--- config.mk ---
export PLATFORM = sky130hd
export DESIGN_NAME = substring_find_replace
export DESIGN_NICKNAME = d
export VERILOG_FILES = /design/src/design/sfr_pkg.sv /design/src/design/substring_find_replace.sv /design/src/design/sfr_cfg_regs.sv /design/src/design/sfr_window.sv /design/src/design/sfr_out_buf.sv
export SDC_FILE = /design/constraint.sdc
export NUM_CORES = 1
export LEC_CHECK = 0
export BUFFER_PORTS_ARGS = -buffer_cell sky130_fd_sc_hd__buf_2
export CORE_UTILIZATION = 50
export CTS_CLUSTER_DIAMETER = 60
export DETAILED_ROUTE_END_ITERATION = 6
export GPL_ROUTABILITY_DRIVEN = 0
export HOLD_SLACK_MARGIN = 0.03
export PLACE_DENSITY_LB_ADDON = 0.12
export SLEW_MARGIN = 20
export SYNTH_ARGS = -nofsm -noshare
export SYNTH_HDL_FRONTEND = slang
export SYNTH_SLANG_ARGS = --single-unit
--- constraint.sdc ---
create_clock -name aclk -period 4.53 [get_ports aclk]
set_clock_uncertainty 0.15 [all_clocks]
set_input_delay 0.6795 -clock aclk [delete_from_list [all_inputs] [get_ports aclk]]
set_output_delay 0.6795 -clock aclk [all_outputs]
set_load 0.005 [all_outputs]
--- src/design/sfr_pkg.sv ---
// ----------------------------------------------------------------------------
// sfr_pkg
// Shared types, register indexes and helpers for the find/replace block.
// ----------------------------------------------------------------------------
package sfr_pkg;

    localparam int CFG_IDX_W  = 3;
    localparam int CFG_DATA_W = 64;

    typedef enum logic [CFG_IDX_W-1:0] {
        REG_FIND_PATTERN    = 3'd0,
        REG_FIND_LENGTH     = 3'd1,
        REG_REPLACE_PATTERN = 3'd2,
        REG_REPLACE_LENGTH  = 3'd3
    } reg_index_t;

    typedef struct packed {
        logic [63:0] find_pattern;
        logic [3:0]  find_length;
        logic [63:0] replace_pattern;
        logic [3:0]  replace_length;
    } sfr_cfg_t;

    // control handed from the window logic to the result buffer
    typedef struct packed {
        logic load;     // an item was accepted this cycle
        logic last;     // the burst closes the string
        logic marker;   // the burst is a bare end marker
    } sfr_load_t;

    // byte idx of a packed little-endian word; zero beyond bit 63
    function automatic logic [7:0] pick_byte(input logic [63:0] word, input int idx);
        logic [63:0] sh;
        sh = word >> (8 * idx);
        return sh[7:0];
    endfunction

endpackage

--- src/design/substring_find_replace.sv ---
// ----------------------------------------------------------------------------
// substring_find_replace
// Streaming find-and-replace over a byte string with end-of-string marks.
// ----------------------------------------------------------------------------
// Each accepted byte is folded into a window of up to MAX_FIND_LEN pending
// bytes; the results it causes (drained bytes, the replacement, the end
// flush, or one bare end marker with byte_valid low) load a burst buffer
// that hands one result per cycle to the output register unless m_ready
// stalls it. Plain text, where each byte causes zero or one result, streams
// at one byte per clock while m_ready does not stall; a byte that causes k
// results holds s_ready low while the burst buffer empties, up to
// max(MAX_FIND_LEN, MAX_REPLACE_LEN) results. Lengths above the parameters
// are clamped; a find length of zero passes bytes through. Configuration
// must be written only while the block is idle; the block does not enforce it.
module substring_find_replace #(
    parameter int MAX_FIND_LEN    = 8,
    parameter int MAX_REPLACE_LEN = 8
) (
    input  logic                           aclk,
    input  logic                           aresetn,
    input  logic                           cfg_we,
    input  logic [sfr_pkg::CFG_IDX_W-1:0]  cfg_index,
    input  logic [sfr_pkg::CFG_DATA_W-1:0] cfg_wdata,
    input  logic                           s_valid,
    output logic                           s_ready,
    input  logic [7:0]                     s_data_byte,
    input  logic                           s_last_in,
    output logic                           m_valid,
    input  logic                           m_ready,
    output logic [7:0]                     m_out_byte,
    output logic                           m_byte_valid,
    output logic                           m_last_out
);
    import sfr_pkg::*;

    localparam int NB = (MAX_FIND_LEN > MAX_REPLACE_LEN) ? MAX_FIND_LEN : MAX_REPLACE_LEN;
    localparam int CW = $clog2(NB + 1);

    sfr_cfg_t      cfg;
    sfr_load_t     load;
    logic [7:0]    load_bytes [NB];
    logic [CW-1:0] load_cnt;
    logic          can_accept;
    logic          accept;

    assign s_ready = can_accept;
    assign accept  = s_valid && can_accept;

    sfr_cfg_regs u_cfg (
        .aclk      (aclk),
        .aresetn   (aresetn),
        .cfg_we    (cfg_we),
        .cfg_index (cfg_index),
        .cfg_wdata (cfg_wdata),
        .cfg       (cfg)
    );

    sfr_window #(
        .MAX_FIND_LEN    (MAX_FIND_LEN),
        .MAX_REPLACE_LEN (MAX_REPLACE_LEN),
        .NB              (NB),
        .CW              (CW)
    ) u_window (
        .aclk       (aclk),
        .aresetn    (aresetn),
        .accept     (accept),
        .data_byte  (s_data_byte),
        .last_in    (s_last_in),
        .cfg        (cfg),
        .load       (load),
        .load_bytes (load_bytes),
        .load_cnt   (load_cnt)
    );

    sfr_out_buf #(
        .DEPTH (NB),
        .CW    (CW)
    ) u_out (
        .aclk         (aclk),
        .aresetn      (aresetn),
        .load         (load),
        .load_bytes   (load_bytes),
        .load_cnt     (load_cnt),
        .can_accept   (can_accept),
        .m_valid      (m_valid),
        .m_ready      (m_ready),
        .m_out_byte   (m_out_byte),
        .m_byte_valid (m_byte_valid),
        .m_last_out   (m_last_out)
    );

endmodule

--- src/design/sfr_cfg_regs.sv ---
// ----------------------------------------------------------------------------
// sfr_cfg_regs
// Configuration register file: find/replace patterns and their lengths.
// ----------------------------------------------------------------------------
module sfr_cfg_regs (
    input  logic                          aclk,
    input  logic                          aresetn,
    input  logic                          cfg_we,
    input  logic [sfr_pkg::CFG_IDX_W-1:0] cfg_index,
    input  logic [sfr_pkg::CFG_DATA_W-1:0] cfg_wdata,
    output sfr_pkg::sfr_cfg_t             cfg
);
    import sfr_pkg::*;

    sfr_cfg_t cfg_reg;
    sfr_cfg_t cfg_next;

    always_comb begin
        cfg_next = cfg_reg;
        if (cfg_we) begin
            case (reg_index_t'(cfg_index))
                REG_FIND_PATTERN:    cfg_next.find_pattern    = cfg_wdata;
                REG_FIND_LENGTH:     cfg_next.find_length     = cfg_wdata[3:0];
                REG_REPLACE_PATTERN: cfg_next.replace_pattern = cfg_wdata;
                REG_REPLACE_LENGTH:  cfg_next.replace_length  = cfg_wdata[3:0];
                default: ;
            endcase
        end
    end

    always_ff @(posedge aclk) begin
        if (!aresetn) begin
            cfg_reg <= '0;
        end else begin
            cfg_reg <= cfg_next;
        end
    end

    assign cfg = cfg_reg;

endmodule

--- src/design/sfr_window.sv ---
// ----------------------------------------------------------------------------
// sfr_window
// Pending-byte window and the single-pass step: append, match, drain, flush.
// Produces the full result burst for one accepted beat.
// ----------------------------------------------------------------------------
module sfr_window #(
    parameter int MAX_FIND_LEN    = 8,
    parameter int MAX_REPLACE_LEN = 8,
    parameter int NB              = 8,
    parameter int CW              = 4
) (
    input  logic               aclk,
    input  logic               aresetn,
    input  logic               accept,
    input  logic [7:0]         data_byte,
    input  logic               last_in,
    input  sfr_pkg::sfr_cfg_t  cfg,
    output sfr_pkg::sfr_load_t load,
    output logic [7:0]         load_bytes [NB],
    output logic [CW-1:0]      load_cnt
);
    import sfr_pkg::*;

    localparam int FLW = $clog2(MAX_FIND_LEN + 1);
    localparam int RLW = $clog2(MAX_REPLACE_LEN + 1);
    localparam int AW  = (MAX_FIND_LEN > 1) ? $clog2(MAX_FIND_LEN) : 1;

    logic [7:0]     win_reg  [MAX_FIND_LEN];
    logic [7:0]     win_next [MAX_FIND_LEN];
    logic [FLW-1:0] pc_reg, pc_next;

    logic [7:0]     win [MAX_FIND_LEN];
    logic [FLW-1:0] flen, pc_inc, drain;
    logic [RLW-1:0] rlen;
    logic           match;
    logic           marker;
    logic [CW-1:0]  cnt;

    always_comb begin
        int idx;
        flen = (32'(cfg.find_length) > MAX_FIND_LEN) ? FLW'(MAX_FIND_LEN)
                                                     : FLW'(cfg.find_length);
        rlen = (32'(cfg.replace_length) > MAX_REPLACE_LEN) ? RLW'(MAX_REPLACE_LEN)
                                                           : RLW'(cfg.replace_length);
        pc_inc = pc_reg + 1'b1;

        // window with the new byte appended
        for (int i = 0; i < MAX_FIND_LEN; i++) begin
            win[i] = (FLW'(i) == pc_reg) ? data_byte : win_reg[i];
        end

        // match only when the window holds exactly find_length bytes
        match = (flen != '0) && (pc_inc == flen);
        for (int i = 0; i < MAX_FIND_LEN; i++) begin
            if ((FLW'(i) < flen) && (win[i] != pick_byte(cfg.find_pattern, i))) begin
                match = 1'b0;
            end
        end

        // bytes leaving the front on a miss
        if (flen == '0) begin
            drain = pc_inc;
        end else if (pc_inc >= flen) begin
            drain = pc_inc - flen + 1'b1;
        end else begin
            drain = '0;
        end

        // drain plus end flush covers the whole window
        if (match) begin
            cnt = CW'(rlen);
        end else if (last_in) begin
            cnt = CW'(pc_inc);
        end else begin
            cnt = CW'(drain);
        end
        marker = last_in && (cnt == '0);
        if (marker) begin
            cnt = CW'(1);
        end

        for (int i = 0; i < NB; i++) begin
            if (match) begin
                load_bytes[i] = pick_byte(cfg.replace_pattern, i);
            end else if (i < MAX_FIND_LEN) begin
                load_bytes[i] = win[i];
            end else begin
                load_bytes[i] = 8'h00;
            end
        end

        pc_next = (match || last_in) ? '0 : (pc_inc - drain);

        for (int i = 0; i < MAX_FIND_LEN; i++) begin
            idx = i + int'(drain);
            win_next[i] = (idx < MAX_FIND_LEN) ? win[AW'(idx)] : win[i];
        end
    end

    always_ff @(posedge aclk) begin
        if (!aresetn) begin
            pc_reg <= '0;
        end else if (accept) begin
            pc_reg <= pc_next;
        end
    end

    always_ff @(posedge aclk) begin
        if (accept) begin
            win_reg <= win_next;
        end
    end

    assign load.load   = accept;
    assign load.last   = last_in;
    assign load.marker = marker;
    assign load_cnt    = cnt;

endmodule

--- src/design/sfr_out_buf.sv ---
// ----------------------------------------------------------------------------
// sfr_out_buf
// Result burst buffer feeding a registered output beat. The buffer shifts
// one result per cycle into the output register unless m_ready stalls it.
// ----------------------------------------------------------------------------
module sfr_out_buf #(
    parameter int DEPTH = 8,
    parameter int CW    = 4
) (
    input  logic               aclk,
    input  logic               aresetn,
    input  sfr_pkg::sfr_load_t load,
    input  logic [7:0]         load_bytes [DEPTH],
    input  logic [CW-1:0]      load_cnt,
    output logic               can_accept,
    output logic               m_valid,
    input  logic               m_ready,
    output logic [7:0]         m_out_byte,
    output logic               m_byte_valid,
    output logic               m_last_out
);
    import sfr_pkg::*;

    logic [7:0]    buf_reg [DEPTH];
    logic [7:0]    buf_next [DEPTH];
    logic [CW-1:0] cnt_reg, cnt_next;
    logic          last_reg, last_next;
    logic          marker_reg, marker_next;

    logic          m_valid_reg, m_valid_next;
    logic [7:0]    m_byte_reg, m_byte_next;
    logic          m_bvalid_reg, m_bvalid_next;
    logic          m_last_reg, m_last_next;

    logic          advance;

    assign advance    = (cnt_reg != '0) && (!m_valid_reg || m_ready);
    // free when empty or once the final buffered result moves out this cycle
    assign can_accept = (cnt_reg == '0) || ((cnt_reg == CW'(1)) && advance);

    always_comb begin
        buf_next    = buf_reg;
        cnt_next    = cnt_reg;
        last_next   = last_reg;
        marker_next = marker_reg;
        if (load.load) begin
            buf_next    = load_bytes;
            cnt_next    = load_cnt;
            last_next   = load.last;
            marker_next = load.marker;
        end else if (advance) begin
            for (int i = 0; i < DEPTH - 1; i++) begin
                buf_next[i] = buf_reg[i + 1];
            end
            cnt_next = cnt_reg - 1'b1;
        end
    end

    always_comb begin
        m_valid_next  = m_valid_reg;
        m_byte_next   = m_byte_reg;
        m_bvalid_next = m_bvalid_reg;
        m_last_next   = m_last_reg;
        if (advance) begin
            m_valid_next  = 1'b1;
            m_byte_next   = marker_reg ? 8'h00 : buf_reg[0];
            m_bvalid_next = !marker_reg;
            m_last_next   = last_reg && (cnt_reg == CW'(1));
        end else if (m_ready) begin
            m_valid_next = 1'b0;
        end
    end

    always_ff @(posedge aclk) begin
        if (!aresetn) begin
            cnt_reg     <= '0;
            m_valid_reg <= 1'b0;
        end else begin
            cnt_reg     <= cnt_next;
            m_valid_reg <= m_valid_next;
        end
    end

    always_ff @(posedge aclk) begin
        buf_reg      <= buf_next;
        last_reg     <= last_next;
        marker_reg   <= marker_next;
        m_byte_reg   <= m_byte_next;
        m_bvalid_reg <= m_bvalid_next;
        m_last_reg   <= m_last_next;
    end

    assign m_valid      = m_valid_reg;
    assign m_out_byte   = m_byte_reg;
    assign m_byte_valid = m_bvalid_reg;
    assign m_last_out   = m_last_reg;

endmodule

After elaboration in Yosys (flattened, before gate mapping):

Index checks and enable logic that the tools add are counted.
Widths: inputs -> output; s select.

* add/subtract/negate cells: 12
* multiply operators: 0
* div/mod/pow operators: 0
* order comparisons: 27
* equality and inequality tests: 20
* shift operators: 0
* multiplexer cells: 70
* bitwise gates (word level): 8
* reduce and logical (&&, ||, !) cells: 32

Operators with widths (count)
* $mux 8: 40
* $lt 32x5->1 const B: 7
* $bmux 8 s3: 8
* $mux 56: 2
* $ne 8x8->1: 8
* $mux 4: 10
* $ge 3x4->1 const B: 8
* $not 3->3: 8
* $add 3x4->5 const A: 4
* $eq 3x4->1 const A: 4
* $logic_not 4->1: 4
* $lt 3x4->1 const A: 4
* $logic_and 1x1->1: 14
* $add 2x4->5 const A: 2
* $mux 1: 10
* $add 4x1->4 const B: 2
* $eq 2x4->1 const A: 2
* $gt 4x4->1 const B: 2
* $lt 1x4->1 const A: 2
* $lt 2x4->1 const A: 2
* $reduce_and 2->1: 4
* $reduce_bool 4->1: 2
* $sub 4x4->4: 2
* $eq 3x2->1 const B: 2
* 12 further kinds: 16

* flip-flop bits (word level): 285
* bits in latches: 0
* memory bits (writable): 0
* bits in read-only memories: 0
* input bits: 81
* word-level logic and storage cells: 197
* memories: 0

Logic depth before layout (Yosys ltp):

* depth after elaboration: 17
* mapped depth: 19
* mapped depth without buffers: 16

Modules after synthesis:

Synthesis repeated with hierarchy kept, for this count alone.

* cell total of the unflattened synthesis: 1626
* area, all modules: 17224.0 um^2

Modules (own cells, without submodules)
* sfr_window: instances 1, cells an instance 923, area each 8702.1 um^2, sequential area each 2001.9 um^2
* sfr_cfg_regs: instances 1, cells an instance 513, area each 5154.9 um^2, sequential area each 2722.6 um^2
* sfr_out_buf: instances 1, cells an instance 189, area each 3360.7 um^2, sequential area each 2382.3 um^2
* substring_find_replace: instances 1, cells an instance 1, area each 6.3 um^2, sequential area each 0.0 um^2

Worst setup path before layout:

No wires, ideal clock.

* path type: in2reg
* start point: in m_ready
* end point: reg u_out.buf_reg[42] (netlist bit), data pin
* data arrival time: 4.142 ns
* slack: -0.028 ns
* cell stages on the path: 7
* path buffers: 1
* cells stage by stage: nand2b_1 > a21oi_1 > nor3_1 > nand2_1 > clkinv_1 > clkbuf_1 > mux2_2

RTL lines
* start, declared: RTL line substring_find_replace.sv:29 `input logic m_ready,`
* end signal, assigned: RTL line sfr_out_buf.sv:85 `buf_reg <= buf_next;`
* end, declared: RTL line sfr_out_buf.sv:24 `logic [7:0] buf_reg [DEPTH];`

==> flow_summary.ini <==
[power_and_ir_drop]
p_comb_share_pct = 39.4
ir_drop_mv = 0.4251
p_leak_uw = 0.007992
powerDensity_nw_per_um2 = 580.8
switching_share_pct = 37.75
p_switching_uw = 4195
intPower_uw = 6919
seq_power_share_pct = 36.3
finalPower_uw = 11110
clkPwrFrac_pct = 24.3

[synth]
synth_ff_type = dfxtp_1
synth_mux_area_share_pct = 16.74
synthXorXnorAreaFrac_pct = 2.686
synthAdderAreaFrac_pct = 2.091
synthArstFlopShare_pct = 0
postSynthCellCount = 1879
avgSynthCellArea_um2 = 8.851
synth_top_family_by_area = multiplexers
synthSimpleGateAreaFrac_pct = 15.99
syn_area_um2 = 16630
syn_nets = 1986
yosysWarnings = 0
ys_ff_latch = 285
synth_cell_types = 67
synth-edff-count = 140
seq_area_frac_synth_pct = 42.73
synth-compound-area-share_pct = 14.85

[worst_hold_path]
min_path_type = primary input to flip-flop
min_from = cfg_wdata[8]

[floorplan]
io_pins = 93
die_h_um = 184.4
fp.dieArea_um2 = 34000
die_w_um = 184.4
rows = 66
initial_core_util_pct = 50.99
core-area_um2 = 32620

[sta]
min_period_over_period_pct = 99.24
setup_viol = 0
tns_ns = 0
worst_pin_slew_ns = 1.163
period_minus_slack_ns = 4.496
max_slew_margin_pct = 21.68
hold_viol = 0
rsz0062_at_grt = no
fmax_ghz = 0.2224
final_max_slew_viol_count = 0

[grt]
grt_pass1_wl_um = 82430
use_met2_pct = 51.28
use_met3_pct = 4.782
overflow = 0
antenna_found_initial = 1
gr-max-usage-layer = met2
grt_use_met1_pct = 43.50
grt_max_degree = 69
grt_pass1_vias = 13560
grt_usage_pct = 32.46

[setup_path]
arrival_ns = 4.61
crit_start = u_window.pc_reg[0]$_SDFFE_PN0P_
cp_common_cell = mux2i_1
required_ns = 4.64
crit_type = flip-flop to flip-flop
crit_family = simple AND/OR/NAND/NOR gates
crit_path_cell_trace = buf_4, inv_1, ha_1, nand3b_4, mux2i_1, o22ai_1, nor4_1, a31oi_1, or3_1, or4_4, buf_12, mux2i_1, mux2_2
crit_slowest_cell = nor4_1
critPathMaxFanout = 56
slowest_delay_ns = 0.52
cp-start-kind = flip-flop
rr_startpoint = u_window.pc_reg[0]$_SDFFE_PN0P_
endpoint_kind = flip-flop
crit_buf_inv = 3

[finish]
largest_register_ff_count = 136
syn_to_final_growth_pct = 15.05
diodes = 0
final_cell_mix = 422 x nand2_1, 202 x mux2i_1, 185 x a21oi_1
drive_above_1_share_pct = 16.75
nets = 2081
final_common_cell = nand2_1
final_core_utilization_pct = 58.66

[placement]
place.detailed.hpwl_um = 40440
port_buffers = 92

[route]
drtAntennaViolNets = 0
wire_per_inst_um = 22.58
vias_per_cell = 6.000
via_count = 14650
dr.pass1.iters = 5
drt_iter0_drc = 1394
drt_wl_total_um = 55150
drc = 0

[outcome]
status = complete, no violations

[clock_tree]
clockBufferDepth = 3
h-tree-depth = 2
clock_sinks = 285
cts_tree = yes
cts_hold_buf = 0
cts.clk_slew.worst_paths_ns = 0.06
root_buffer = clkbuf_16
numCtsBuffers = 35
insertion_delay_ns = 0.52

[flow_run]
max-cap-violations = 0
-- cell families after synthesis --
family / after synthesis
fa+ha+maj: 26
mux: 265
simple gates: 622
flops: 285
compound gates: 424
buf+inv: 206
xor+xnor: 51
-- path summary, 6_finish.rpt --
| check | end | slack [ns] | cells after the start |
|---|---|---|---|
| max | u_out.buf_reg[20]$_DFFE_PP_ | 0.03 | 13 |
| min | u_cfg.cfg[80]$_SDFFE_PN0P_ | 0.25 | 3 |
| max reg2reg | u_out.buf_reg[20]$_DFFE_PP_ | 0.03 | 13 |
| min reg2reg | u_cfg.cfg[59]$_SDFFE_PN0P_ | 0.31 | 2 |
-- cell usage after synthesis, types with 4 or more instances --
library cell  count  area share (%)
nand2_1         424             9.6
mux2i_1         202              12
a21oi_1         187             5.6
dfxtp_1         145              17
edfxtp_1        140              25
clkbuf_1         99             2.2
o21ai_0          90             2.7
nor2_1           87             2.0
inv_1            69             1.6
mux2_2           56             3.8
o22ai_1          36             1.4
a211oi_1         27             1.2
xnor2_1          26             1.4
xor2_1           25             1.3
ha_1             23             1.7
a31oi_1          19            0.71
o31ai_1          18            0.81
buf_2            17            0.51
and2_0           15            0.56
nand2b_1         13            0.49
buf_1            12            0.27
and3_1           11            0.41
nor2b_1          11            0.41
nor4_1           11            0.41
nor3_1            9            0.27
a311oi_1          7            0.37
nand3_1           7            0.21
a211o_1           6            0.32
a21o_1            4            0.18
a221oi_1          4            0.21
buf_4             4            0.18
mux4_2            4            0.54
nand3b_1          4            0.18
nand4b_1          4            0.21
nor3b_1           4            0.18
-- layer usage --
layer	vias to the layer above	part of all wire (%)
li1	6790	-
met4	2	5.1
met1	7011	41
met2	691	45
met5	-	0.024
met3	159	8.1
-- area by class of cell --
type                            count  area [um^2]
Sequential cell                   285         7107
Tap cell                          442        553.0
Clock buffer                       46        967.2
Fill cell                        2911        13480
Timing Repair Buffer              191         1291
Inverter                           73        277.8
Multi-Input combinational cell   1388         8793
Clock inverter                     17        145.1
-- power by group through the flow --
stage / registers [uW] / logic, uW / clock network (uW)
after floorplan: 3970 / 2650 / 0
after global placement: 4060 / 4170 / 0
after detailed placement: 4070 / 4240 / 0
after CTS: 4020 / 4260 / 2740
after global routing: 4080 / 4660 / 2830
final: 4030 / 4380 / 2700
-- repair_timing --
action	4_1_cts	5_1_grt
endpoints found under the setup margin	0	73
resized for setup	0	3
setup buffers	0	0
-- through the flow --
step                hold slack (ns)  instances  instance area, um^2  setup WS (ns)
global route                 0.2536       2442                19130        0.01302
finish                       0.2545       2442                19130        0.03434
floorplan                    0.2857       1879                16640        0.04913
global placement             0.2952       2379                18010         0.2122
CTS                          0.2350       2442                19120        0.05255
detailed placement           0.2978       2379                18010        0.06222
-- worst reg2reg max path: stages, from the launching register on --
cell	delay (ns)
dfxtp_1	0.32
buf_4	0.16
inv_1	0.11
ha_1	0.23
nand3b_4	0.30
mux2i_1	0.47
o22ai_1	0.15
nor4_1	0.52
a31oi_1	0.28
or3_1	0.41
or4_4	0.46
buf_12	0.21
mux2i_1	0.21
mux2_2	0.28
Power figures use the tool's default switching activity.
